===== src/rtl/mss_pkg.sv =====
// Shared constants and types for the sorted-chain median core.
package mss_pkg;

   localparam int MAX_ITEMS     = 64;
   localparam int CNT_W         = $clog2(MAX_ITEMS + 1);
   localparam int SAMPLE_W      = 16;
   localparam int MEDIAN_W      = SAMPLE_W + 1;
   localparam int ITEM_COUNT_W  = 7;

   typedef logic signed [SAMPLE_W-1:0] sample_type;
   typedef logic signed [MEDIAN_W-1:0] median_type;
   typedef logic [CNT_W-1:0]           count_type;
   typedef logic [ITEM_COUNT_W-1:0]    item_count_type;

   // Per-cycle command broadcast to every cell of the chain.
   typedef struct packed {
      logic insert;   // place the broadcast sample into sorted position
      logic drain;    // move every value one cell toward cell 0
   } cell_ctrl_type;

endpackage


===== src/rtl/mss_req_if.sv =====
// Input item channel: one sample per item, last sample of a set marked.
interface mss_req_if;
   import mss_pkg::*;

   logic       valid;
   logic       ready;
   sample_type sample_value;
   logic       last_item;

   modport source (output valid, output sample_value, output last_item, input ready);
   modport sink   (input valid, input sample_value, input last_item, output ready);
endinterface


===== src/rtl/mss_rsp_if.sv =====
// Result item channel: median times two, kept count and overflow flag.
interface mss_rsp_if;
   import mss_pkg::*;

   logic           valid;
   logic           ready;
   median_type     median_twice;
   item_count_type item_count;
   logic           overflowed;

   modport source (output valid, output median_twice, output item_count,
                   output overflowed, input ready);
   modport sink   (input valid, input median_twice, input item_count,
                   input overflowed, output ready);
endinterface


===== src/rtl/mss_cell.sv =====
// One compare-and-shift cell of the sorted chain.
module mss_cell (
   input  logic                   clock,
   input  mss_pkg::cell_ctrl_type ctrl,
   input  logic                   occupied,
   input  mss_pkg::sample_type    new_sample,
   input  logic                   shift_prev,
   input  mss_pkg::sample_type    val_prev,
   input  mss_pkg::sample_type    val_next,
   output logic                   shift,
   output mss_pkg::sample_type    val
);
   import mss_pkg::*;

   sample_type val_ff;
   sample_type val_in;

   // An empty cell always yields; an occupied one yields if it holds a greater value.
   assign shift = !occupied || (val_ff > new_sample);
   assign val   = val_ff;

   always_comb begin
      val_in = val_ff;
      if (ctrl.insert) begin
         if (shift) begin
            val_in = shift_prev ? val_prev : new_sample;
         end
      end else if (ctrl.drain) begin
         val_in = val_next;
      end
   end

   always_ff @(posedge clock) begin
      val_ff <= val_in;
   end

endmodule


===== src/rtl/median_of_sample_set_core.sv =====
// Top level of the median core: sorted cell chain, drain sequencer and result register.
//
// Usage:
//   req_if carries one signed 16-bit sample per item; last_item marks the final
//   sample of a set. Each sample is inserted into a chain of MAX_ITEMS
//   compare-and-shift cells that keeps the set in ascending order, one item per
//   cycle while req_if.ready is high. A sample arriving with the chain full is
//   dropped and the set is flagged as overflowed.
//   On the last item the chain drains toward cell 0, one element per cycle,
//   until the middle element(s) have passed; the result item (median times two,
//   kept count, overflow flag) is then loaded into the output register on
//   rsp_if. Count and overflow clear for the next set.
//   req_if.ready stays low after a last item, through the drain (ST_DRAIN) and
//   until the result is loaded (ST_FINISH); non-last items leave it high, so no
//   new sample is taken until the set in the chain has been published.
//   A result that waits in the output register does not block new samples; only
//   the next set's completion waits while rsp_if.ready is low.
//   Reset (synchronous, active high) empties the set and drops any pending result.
module median_of_sample_set_core (
   input  logic      clock,
   input  logic      reset,
   mss_req_if.sink   req_if,
   mss_rsp_if.source rsp_if
);
   import mss_pkg::*;

   localparam logic [1:0] ST_ACCEPT = 2'd0;
   localparam logic [1:0] ST_DRAIN  = 2'd1;
   localparam logic [1:0] ST_FINISH = 2'd2;

   logic [1:0]     state_ff, state_in;
   count_type      count_ff, count_in;
   count_type      step_ff, step_in;
   logic           overflow_ff, overflow_in;
   sample_type     lo_ff, lo_in;
   sample_type     hi_ff, hi_in;
   logic           rsp_valid_ff, rsp_valid_in;
   median_type     rsp_median_ff, rsp_median_in;
   item_count_type rsp_count_ff, rsp_count_in;
   logic           rsp_ovf_ff, rsp_ovf_in;

   cell_ctrl_type  ctrl;
   logic           accept;
   logic           room;
   logic           rsp_free;
   count_type      half;
   count_type      lo_step;

   sample_type     cell_val   [MAX_ITEMS];
   logic           cell_shift [MAX_ITEMS];

   assign accept   = req_if.valid && req_if.ready;
   assign room     = (count_ff < count_type'(MAX_ITEMS));
   assign rsp_free = !rsp_valid_ff || rsp_if.ready;
   assign half     = {1'b0, count_ff[CNT_W-1:1]};
   // Odd count: both captures hit the middle element; even: the lower one comes first.
   assign lo_step  = count_ff[0] ? half : (half - count_type'(1));

   assign req_if.ready = (state_ff == ST_ACCEPT);

   assign ctrl.insert = accept && room;
   assign ctrl.drain  = (state_ff == ST_DRAIN);

   // Chain of cells: cell 0 holds the smallest kept sample.
   for (genvar i = 0; i < MAX_ITEMS; i++) begin : g_cell
      logic       shift_prev;
      sample_type val_prev;
      sample_type val_next;

      if (i == 0) begin : g_head
         assign shift_prev = 1'b0;
         assign val_prev   = req_if.sample_value;
      end else begin : g_body
         assign shift_prev = cell_shift[i-1];
         assign val_prev   = cell_val[i-1];
      end

      if (i == MAX_ITEMS - 1) begin : g_tail
         assign val_next = cell_val[i];
      end else begin : g_inner
         assign val_next = cell_val[i+1];
      end

      mss_cell u_cell (
         .clock      (clock),
         .ctrl       (ctrl),
         .occupied   (count_type'(i) < count_ff),
         .new_sample (req_if.sample_value),
         .shift_prev (shift_prev),
         .val_prev   (val_prev),
         .val_next   (val_next),
         .shift      (cell_shift[i]),
         .val        (cell_val[i])
      );
   end

   always_comb begin
      state_in      = state_ff;
      count_in      = count_ff;
      step_in       = step_ff;
      overflow_in   = overflow_ff;
      lo_in         = lo_ff;
      hi_in         = hi_ff;
      rsp_valid_in  = rsp_valid_ff && !rsp_if.ready;
      rsp_median_in = rsp_median_ff;
      rsp_count_in  = rsp_count_ff;
      rsp_ovf_in    = rsp_ovf_ff;

      case (state_ff)
         ST_ACCEPT: begin
            if (accept) begin
               // Keep the sample if there is room, otherwise drop it and flag the set.
               if (room) begin
                  count_in = count_ff + count_type'(1);
               end else begin
                  overflow_in = 1'b1;
               end
               if (req_if.last_item) begin
                  step_in  = '0;
                  state_in = ST_DRAIN;
               end
            end
         end
         ST_DRAIN: begin
            // Cell 0 holds sorted element step_ff this cycle.
            if (step_ff == lo_step) begin
               lo_in = cell_val[0];
            end
            if (step_ff == half) begin
               hi_in    = cell_val[0];
               state_in = ST_FINISH;
            end
            step_in = step_ff + count_type'(1);
         end
         ST_FINISH: begin
            // Hold until the output register is free, then publish and clear the set.
            if (rsp_free) begin
               rsp_valid_in  = 1'b1;
               rsp_median_in = median_type'(lo_ff) + median_type'(hi_ff);
               rsp_count_in  = item_count_type'(count_ff);
               rsp_ovf_in    = overflow_ff;
               count_in      = '0;
               overflow_in   = 1'b0;
               state_in      = ST_ACCEPT;
            end
         end
         default: begin
            state_in = ST_ACCEPT;
         end
      endcase
   end

   always_ff @(posedge clock) begin
      if (reset) begin
         state_ff     <= ST_ACCEPT;
         count_ff     <= '0;
         overflow_ff  <= 1'b0;
         rsp_valid_ff <= 1'b0;
      end else begin
         state_ff     <= state_in;
         count_ff     <= count_in;
         overflow_ff  <= overflow_in;
         rsp_valid_ff <= rsp_valid_in;
      end
   end

   always_ff @(posedge clock) begin
      step_ff       <= step_in;
      lo_ff         <= lo_in;
      hi_ff         <= hi_in;
      rsp_median_ff <= rsp_median_in;
      rsp_count_ff  <= rsp_count_in;
      rsp_ovf_ff    <= rsp_ovf_in;
   end

   assign rsp_if.valid        = rsp_valid_ff;
   assign rsp_if.median_twice = rsp_median_ff;
   assign rsp_if.item_count   = rsp_count_ff;
   assign rsp_if.overflowed   = rsp_ovf_ff;

endmodule

===== src/flat_wrapper.sv =====
// flat-port wrapper written by rule: the top's interface ports become plain ports
module median_of_sample_set_core_flat import mss_pkg::*;
  (clock, reset, req_if_valid, req_if_sample_value, req_if_last_item, req_if_ready, rsp_if_valid, rsp_if_median_twice, rsp_if_item_count, rsp_if_overflowed, rsp_if_ready);
  mss_req_if req_if_i ();
  mss_rsp_if rsp_if_i ();
  input  logic clock;
  input  logic reset;
  input wire logic [$bits(req_if_i.valid)-1:0] req_if_valid;
  input wire logic [$bits(req_if_i.sample_value)-1:0] req_if_sample_value;
  input wire logic [$bits(req_if_i.last_item)-1:0] req_if_last_item;
  output wire logic [$bits(req_if_i.ready)-1:0] req_if_ready;
  output wire logic [$bits(rsp_if_i.valid)-1:0] rsp_if_valid;
  output wire logic [$bits(rsp_if_i.median_twice)-1:0] rsp_if_median_twice;
  output wire logic [$bits(rsp_if_i.item_count)-1:0] rsp_if_item_count;
  output wire logic [$bits(rsp_if_i.overflowed)-1:0] rsp_if_overflowed;
  input wire logic [$bits(rsp_if_i.ready)-1:0] rsp_if_ready;
  assign req_if_i.valid = req_if_valid;
  assign req_if_i.sample_value = req_if_sample_value;
  assign req_if_i.last_item = req_if_last_item;
  assign req_if_ready = req_if_i.ready;
  assign rsp_if_valid = rsp_if_i.valid;
  assign rsp_if_median_twice = rsp_if_i.median_twice;
  assign rsp_if_item_count = rsp_if_i.item_count;
  assign rsp_if_overflowed = rsp_if_i.overflowed;
  assign rsp_if_i.ready = rsp_if_ready;
  median_of_sample_set_core u_core (.clock(clock), .reset(reset), .req_if(req_if_i), .rsp_if(rsp_if_i));
endmodule

===== config.mk =====
export PLATFORM = sky130hd
export DESIGN_NAME = median_of_sample_set_core_flat
export DESIGN_NICKNAME = d
export VERILOG_FILES = /design/src/rtl/mss_pkg.sv /design/src/rtl/mss_req_if.sv /design/src/rtl/mss_rsp_if.sv /design/src/rtl/mss_cell.sv /design/src/rtl/median_of_sample_set_core.sv /design/src/flat_wrapper.sv
export SDC_FILE = /design/constraint.sdc
export NUM_CORES = 2
export LEC_CHECK = 0
export ABC_AREA = 1
export BUFFER_PORTS_ARGS = -buffer_cell sky130_fd_sc_hd__buf_2
export CAP_MARGIN = 40
export CORE_MARGIN = 8
export CORE_UTILIZATION = 30
export CTS_CLUSTER_DIAMETER = 50
export DETAILED_ROUTE_END_ITERATION = 6
export PLACE_DENSITY = 0.46
export SLEW_MARGIN = 30
export SYNTH_ARGS = -nofsm -noshare
export SYNTH_HDL_FRONTEND = slang
export SYNTH_SLANG_ARGS = --single-unit

===== constraint.sdc =====
create_clock -name clock -period 9.2 [get_ports clock]
set_input_delay 1.38 -clock clock [delete_from_list [all_inputs] [get_ports clock]]
set_output_delay 1.38 -clock clock [all_outputs]
set_load 0.05 [all_outputs]

======== Yosys cells after proc, flatten, opt, wreduce, memory -nomap -nowiden ========
Index checks and enable logic that the tools add are counted.
word-level totals
  word-level logic and storage cells ...... 760
  bits in registers ....................... 1,099
  bits of input ports ..................... 21
  output and inout port bits .............. 27
operators by class
  multiplexer cells ....................... 271
  magnitude comparators ................... 129
  eq/ne operators ......................... 73
  reduce and logical (&&, ||, !) cells .... 209
  $add $sub $neg .......................... 4
operators with widths
  cell                                                       count
  two-way mux 16 bit                                         252
  > comparator 16 bit                                        64
  less-than comparator 6 x 7 -> 1 bit, first input constant  32
  != test 2 bit, second input constant                       68
  AND reduction 2 bit                                        67
  less-than comparator 5 x 7 -> 1 bit, first input constant  16
  logical NOT 1 bit                                          66
  logical OR 1 bit                                           65
  less-than comparator 4 x 7 -> 1 bit, first input constant  8
  two-way mux 7 bit                                          6
  less-than comparator 3 x 7 -> 1 bit, first input constant  4
  one-hot mux 7 bit (2 select lines)                         2
  adder 16 x 16 -> 17 bit                                    1
  adder 7 x 1 -> 7 bit, second input constant                2
  less-than comparator 1 x 7 -> 1 bit, first input constant  2
  less-than comparator 2 x 7 -> 1 bit, first input constant  2
  AND reduction 4 bit                                        3
  two-way mux 2 bit                                          4
  == test 7 x 6 -> 1 bit                                     1
  == test 7 bit                                              1
  less-than comparator 7 bit, second input constant          1
  subtractor 6 x 1 -> 7 bit, second input constant           1
  one-hot mux 2 bit (3 select lines)                         1
  nonzero test 2 bit                                         3
  other kinds (8)                                            14

======== Logic depth before layout (Yosys ltp) ========
  depth in word-level cells ............... 6
  gate-level depth with buffers ........... 19
  mapped depth without buffers ............ 18

======== Cells and area by module ========
From an unflattened synthesis, not the netlist that was laid out.
unflattened totals
  cell total of the unflattened synthesis .. 11,294
  area total of the unflattened synthesis .. 86,088.8 um^2
by module, submodules not included
  module                     cells an instance  seq. area each (um^2)  area an instance (um^2)  times used
  mss_cell                   168                480.5                  1,275.0                  64
  median_of_sample_set_core  542                2,142.1                4,490.6                  1

======== Worst setup path before layout ========
Ideal clock, no wire load.
  path type ............................... input -> register
  start point ............................. input req_if_sample_value[15]
  end point ............................... register u_core.g_cell[60].u_cell.val_ff[0] (enable)
  data arrival time ....................... 5.250 ns
  setup time .............................. 0.372 ns
  stages .................................. 12
  slack ................................... 3.579 ns
  data required time ...................... 8.828 ns
  path through ............................ clkinv_1 clkbuf_1 ha_1 nand2_1 nor4_1 nand2_1 nand3_1 nand3_1 nand2_4 buf_2 nand2_1 nand2_1
between the ends
  cells in the longest elaborated chain, start to end .. 4
ends and longest elaborated chain
  element                        RTL line           text
  from (decl)                    flat_wrapper.sv:9  input wire logic [$bits(req_if_i.sample_value)-1:0] req_if_sample_value;
  > comparator 16 bit            mss_cell.sv:19     assign shift = !occupied || (val_ff > new_sample);
  logical OR 1 bit               mss_cell.sv:19
  != test 2 bit (no line)        -
  AND reduction 2 bit (no line)  -
  to (signal assigned)           mss_cell.sv:34     val_ff <= val_in;
  to (decl)                      mss_cell.sv:15     sample_type val_ff;
Every way passes these cells.
A chain may end at the register's enable or synchronous reset.

======== Final worst setup path ========
  start point ............................. register u_core.count_ff[2]
  end point ............................... register u_core.g_cell[38].u_cell.val_ff[9] (enable)
between the ends
  cells in the longest elaborated chain, start to end .. 5
  elaborated cells between the ends (all ways) .. 8
ends and longest elaborated chain
  element                              RTL line                          text
  from (decl)                          median_of_sample_set_core.sv:32   count_type count_ff, count_in;
  from (signal assigned)               median_of_sample_set_core.sv:161  count_ff <= count_in;
  less-than comparator 6 x 7 -> 1 bit  median_of_sample_set_core.sv:87   .occupied (count_type'(i) < count_ff),
  logical NOT 1 bit                    mss_cell.sv:19
  logical OR 1 bit                     mss_cell.sv:19
  != test 2 bit (no line)              -
  AND reduction 2 bit (no line) (*)    -
  to (signal assigned)                 mss_cell.sv:34
  to (decl)                            mss_cell.sv:15
Mark *: on every way between the ends. The rest lies on a longest branch, timed or not.

==> run metrics <==
Place WS 3.45 ns; WL per Instance 20.6 µm; Async S/R FF share, synth 0%; cts bufs inserted 202; Yosys top cell by area edfxtp_1; hold path depth 2; Rel. slew slack 30.3%; Detail Route Antenna Nets 0; total power 0.0199 W; main area contributors after synthesis edfxtp_1, nand2_1, ha_1, nand3_1, inv_1; vias in the first global route 79.1k; Final period util 55.4%; total number of vias just over 80k; P_leak 49.4 nW; Clock Tree Root clkbuf_16; GR Layer Usage met2 33.6%; CTS Hold Bufs 0; Setup-failing EPs final 0; Final HPWL DP between 200,000 and 250,000 µm; Data arrival, critical path 5.48 ns; fin nets 12.7k; RePlAce Congestion just under 0.9; Max Freq 0.196 GHz; antenna violations before repair 4; status completed; PostCTS Resize Cnt 0; proportion of power drawn by the clock network 37.5%; largest net degree at the start of global routing about 200; number of flops mapped to enable cells by yosys 1,088; warnings from Yosys 0; Seq cells post-synth about 1.1k; Syn Area/Cell 7.38 µm²; post-CTS setup buffers 0; Final Hold Viols 0; initial core utilization 30.1%; layout cell share with drive strength beyond 1 5.08%; All-Layer GR Usage 20.1%; Worst Hold Launch u_core.g_cell[63].u_cell.val[12]; Internal 0.0128 W; first-pass GRT wire length just under 500,000 µm; Synth top area share roughly 37%; row cnt 198; setup TNS 0 ns; worst reg-to-reg setup slack 4.11 ns; Max Clock Skew 0.0621 ns; CP endpoint kind register; hold worst-path end u_core.g_cell[62].u_cell.val[12]; Die Width 556 µm; critical setup path kind reg2reg; clk slew on worst S/H paths 0.06 ns; CTS Sinks approximately 1.1k; Least-Margin Pin Slew roughly 1.0 ns; IO Port Bufs 47; Critical Path Source Type register; worst skew pair latency 0.87 ns; Worst IR Drop VDD roughly 0.14 mV; met1 Usage GRT 26.9%; Top Ports 48; core area 290,000 µm²; switching share of power 35.9%; Net Count, Synth 12.9k; R2R Path Start u_core.count_ff[2]; cells on worst reg2reg path 9; CTS tree done; Max Cap Violations 0; Syn Inst Count 11.8k; Iteration-0 DRC Markers 6,897; H-tree depth 4; Power Dens Cells 203 nW/µm²; area growth from synthesis to layout 12.1%; top_reg_cell synth edfxtp_1; RSZ-0062 raised after global routing no; Cell Area, Synth around 87,000 µm²; Psw 0.00715 W; DIE HEIGHT 556 µm; met3 Use GR under 10%; sequential area share after synthesis 37.7%; # DRC 0; busiest layer in global routing met2; Sequential Power Share 37.4%; largest fanout on the critical path 17; WL final 323,000 µm; logic gate share of total power 25.1%; maximum root-to-sink buffer count 4; max-slew violations 0; WP data required 9.58 ns; fin crit period 5.09 ns; drt first pass iters 5; DIE AREA 309,000 µm²; GRT overflow 0; HP Class reg2reg; final worst slack 4.11 ns; post-layout util about a third; Worst R2R End u_core.g_cell[38].u_cell.val[9]; Cell variety after synth 48; vias per inst between 5 and 6
[metrics by stage]
step                      std cells  hold WS, ns  cell area (µm²)
final                         15703        0.532            97900
after global placement        15321        0.510            91100
after detailed placement      15329        0.514            91200
after floorplan               11830        0.409            87300
after global routing          15702        0.548            97900
after CTS                     15694        0.528            97800
[layout by cell type (no fill, tap or decap), types with 12 or more instances in the layout]
cell and count:
bufinv_16 17, clkinv_2 19, buf_4 49, nand4_1 74, nand2_1 4342, nand3_1 2097, xor2_1 14, edfxtp_1 1088
inv_2 22, clkinvlp_4 29, clkinv_4 28, nand3b_1 13, a21o_1 52, buf_2 47, inv_6 23, clkbuf_1 19
clkbuf_16 205, buf_12 22, a21oi_1 392, nor3_1 63, nor4_1 23, nor2_1 283, inv_1 1420, o21a_1 19
nand2_2 43, inv_8 15, o21bai_1 44, clkinv_1 27, ha_1 1031, o21ai_0 162, o21ai_2 12
[flip-flops by register name, summed over array words and instances (netlist names)]
name	count
u_core.rsp_if.median_twice	17
u_core.rsp_if.item_count	7
u_core.step_ff	7
u_core.count_ff	7
u_core.state_ff	2
u_core.lo_ff	16
u_core.overflow_ff	1
u_core.rsp_if.valid	1
u_core.hi_ff	16
u_core.g_cell.u_cell.val	1024
u_core.rsp_if.overflowed	1
[power groups by stage]
stage	clock network, W	logic (W)	registers [W]
after global placement	0	0.00483	0.00754
after CTS	0.00760	0.00498	0.00745
after detailed placement	0	0.00496	0.00754
final	0.00747	0.00500	0.00745
after global routing	0.00779	0.00574	0.00752
after floorplan	0	0.00362	0.00706
[worst max-delay path, stage by stage (launching register included)]
cell and delay, ns:
dfxtp_1 0.33, buf_4 0.31, ha_1 0.61, inv_2 0.44
a21oi_1 0.74, inv_2 0.50, a21oi_2 0.73, nand2_2 0.37
nand2_1 0.13, nand2_1 0.43
[cell families (layout without fill, tap and decap cells)]
| logic type | after synthesis | count (layout) | share of synthesized area [%] |
|---|---|---|---|
| flip-flops | 1099 | 1099 | 37.7 |
| AO/OA/AOI/OAI | 715 | 715 | 4.63 |
| XOR/XNOR | 22 | 22 | 0.221 |
| buffers and inverters | 1990 | 1961 | 8.94 |
| other | 0 | 2 | 0 |
| adder cells (fa/ha/maj) | 1032 | 1032 | 14.8 |
| AND/OR/NAND/NOR | 6972 | 6972 | 33.8 |
[cell usage after synthesis (8+ instances only)]
library cell / number
nand2_1: 4342
nand3_1: 2097
inv_1: 1422
edfxtp_1: 1088
ha_1: 1031
a21oi_1: 392
clkbuf_1: 337
nor2_1: 284
o21ai_0: 162
buf_2: 154
nand4_1: 74
nor3_1: 63
a21o_1: 52
o21bai_1: 44
nand2_2: 43
nor4_1: 25
inv_2: 22
o21a_1: 19
clkinv_1: 18
buf_4: 17
xor2_1: 14
nand3b_1: 13
a21oi_2: 11
dfxtp_1: 11
o21ai_2: 11
buf_6: 10
nand2_4: 8
o21ai_1: 8
xnor2_1: 8
[worst max-delay path by stage]
stage                                  startpoint                                to  cells after the start  slack (ns)
after global routing      req_if_sample_value[15]   u_core.g_cell[61].u_cell.val[5]                     12        3.95
after global placement     req_if_sample_value[5]  u_core.g_cell[31].u_cell.val[14]                     16        3.53
after floorplan           req_if_sample_value[15]   u_core.g_cell[60].u_cell.val[0]                     12        3.58
after detailed placement  req_if_sample_value[15]  u_core.g_cell[34].u_cell.val[12]                     12        3.45
after CTS                      u_core.count_ff[2]  u_core.g_cell[22].u_cell.val[12]                      9        4.03
final                          u_core.count_ff[2]   u_core.g_cell[38].u_cell.val[9]                      9        4.11
[layer usage]
layer	up-vias	share of wire [%]	wire, µm
li1	38754	-	-
met4	0	3.4	11100
met2	2508	46	150000
met3	630	5.5	17800
met5	-	0	0
met1	38671	45	144000
[cell type report]
type / count / area, µm²
multi-input combinational: 8741 / 46700
clock buffer: 224 / 5200
tap: 3900 / 4880
inverter: 1465 / 5610
antenna: 2 / 5.00
clock inverter: 141 / 1390
fill: 31010 / 192000
sequential: 1099 / 32900
timing repair buffer: 131 / 1290
No activity file was read; power rests on OpenSTA's default activity.
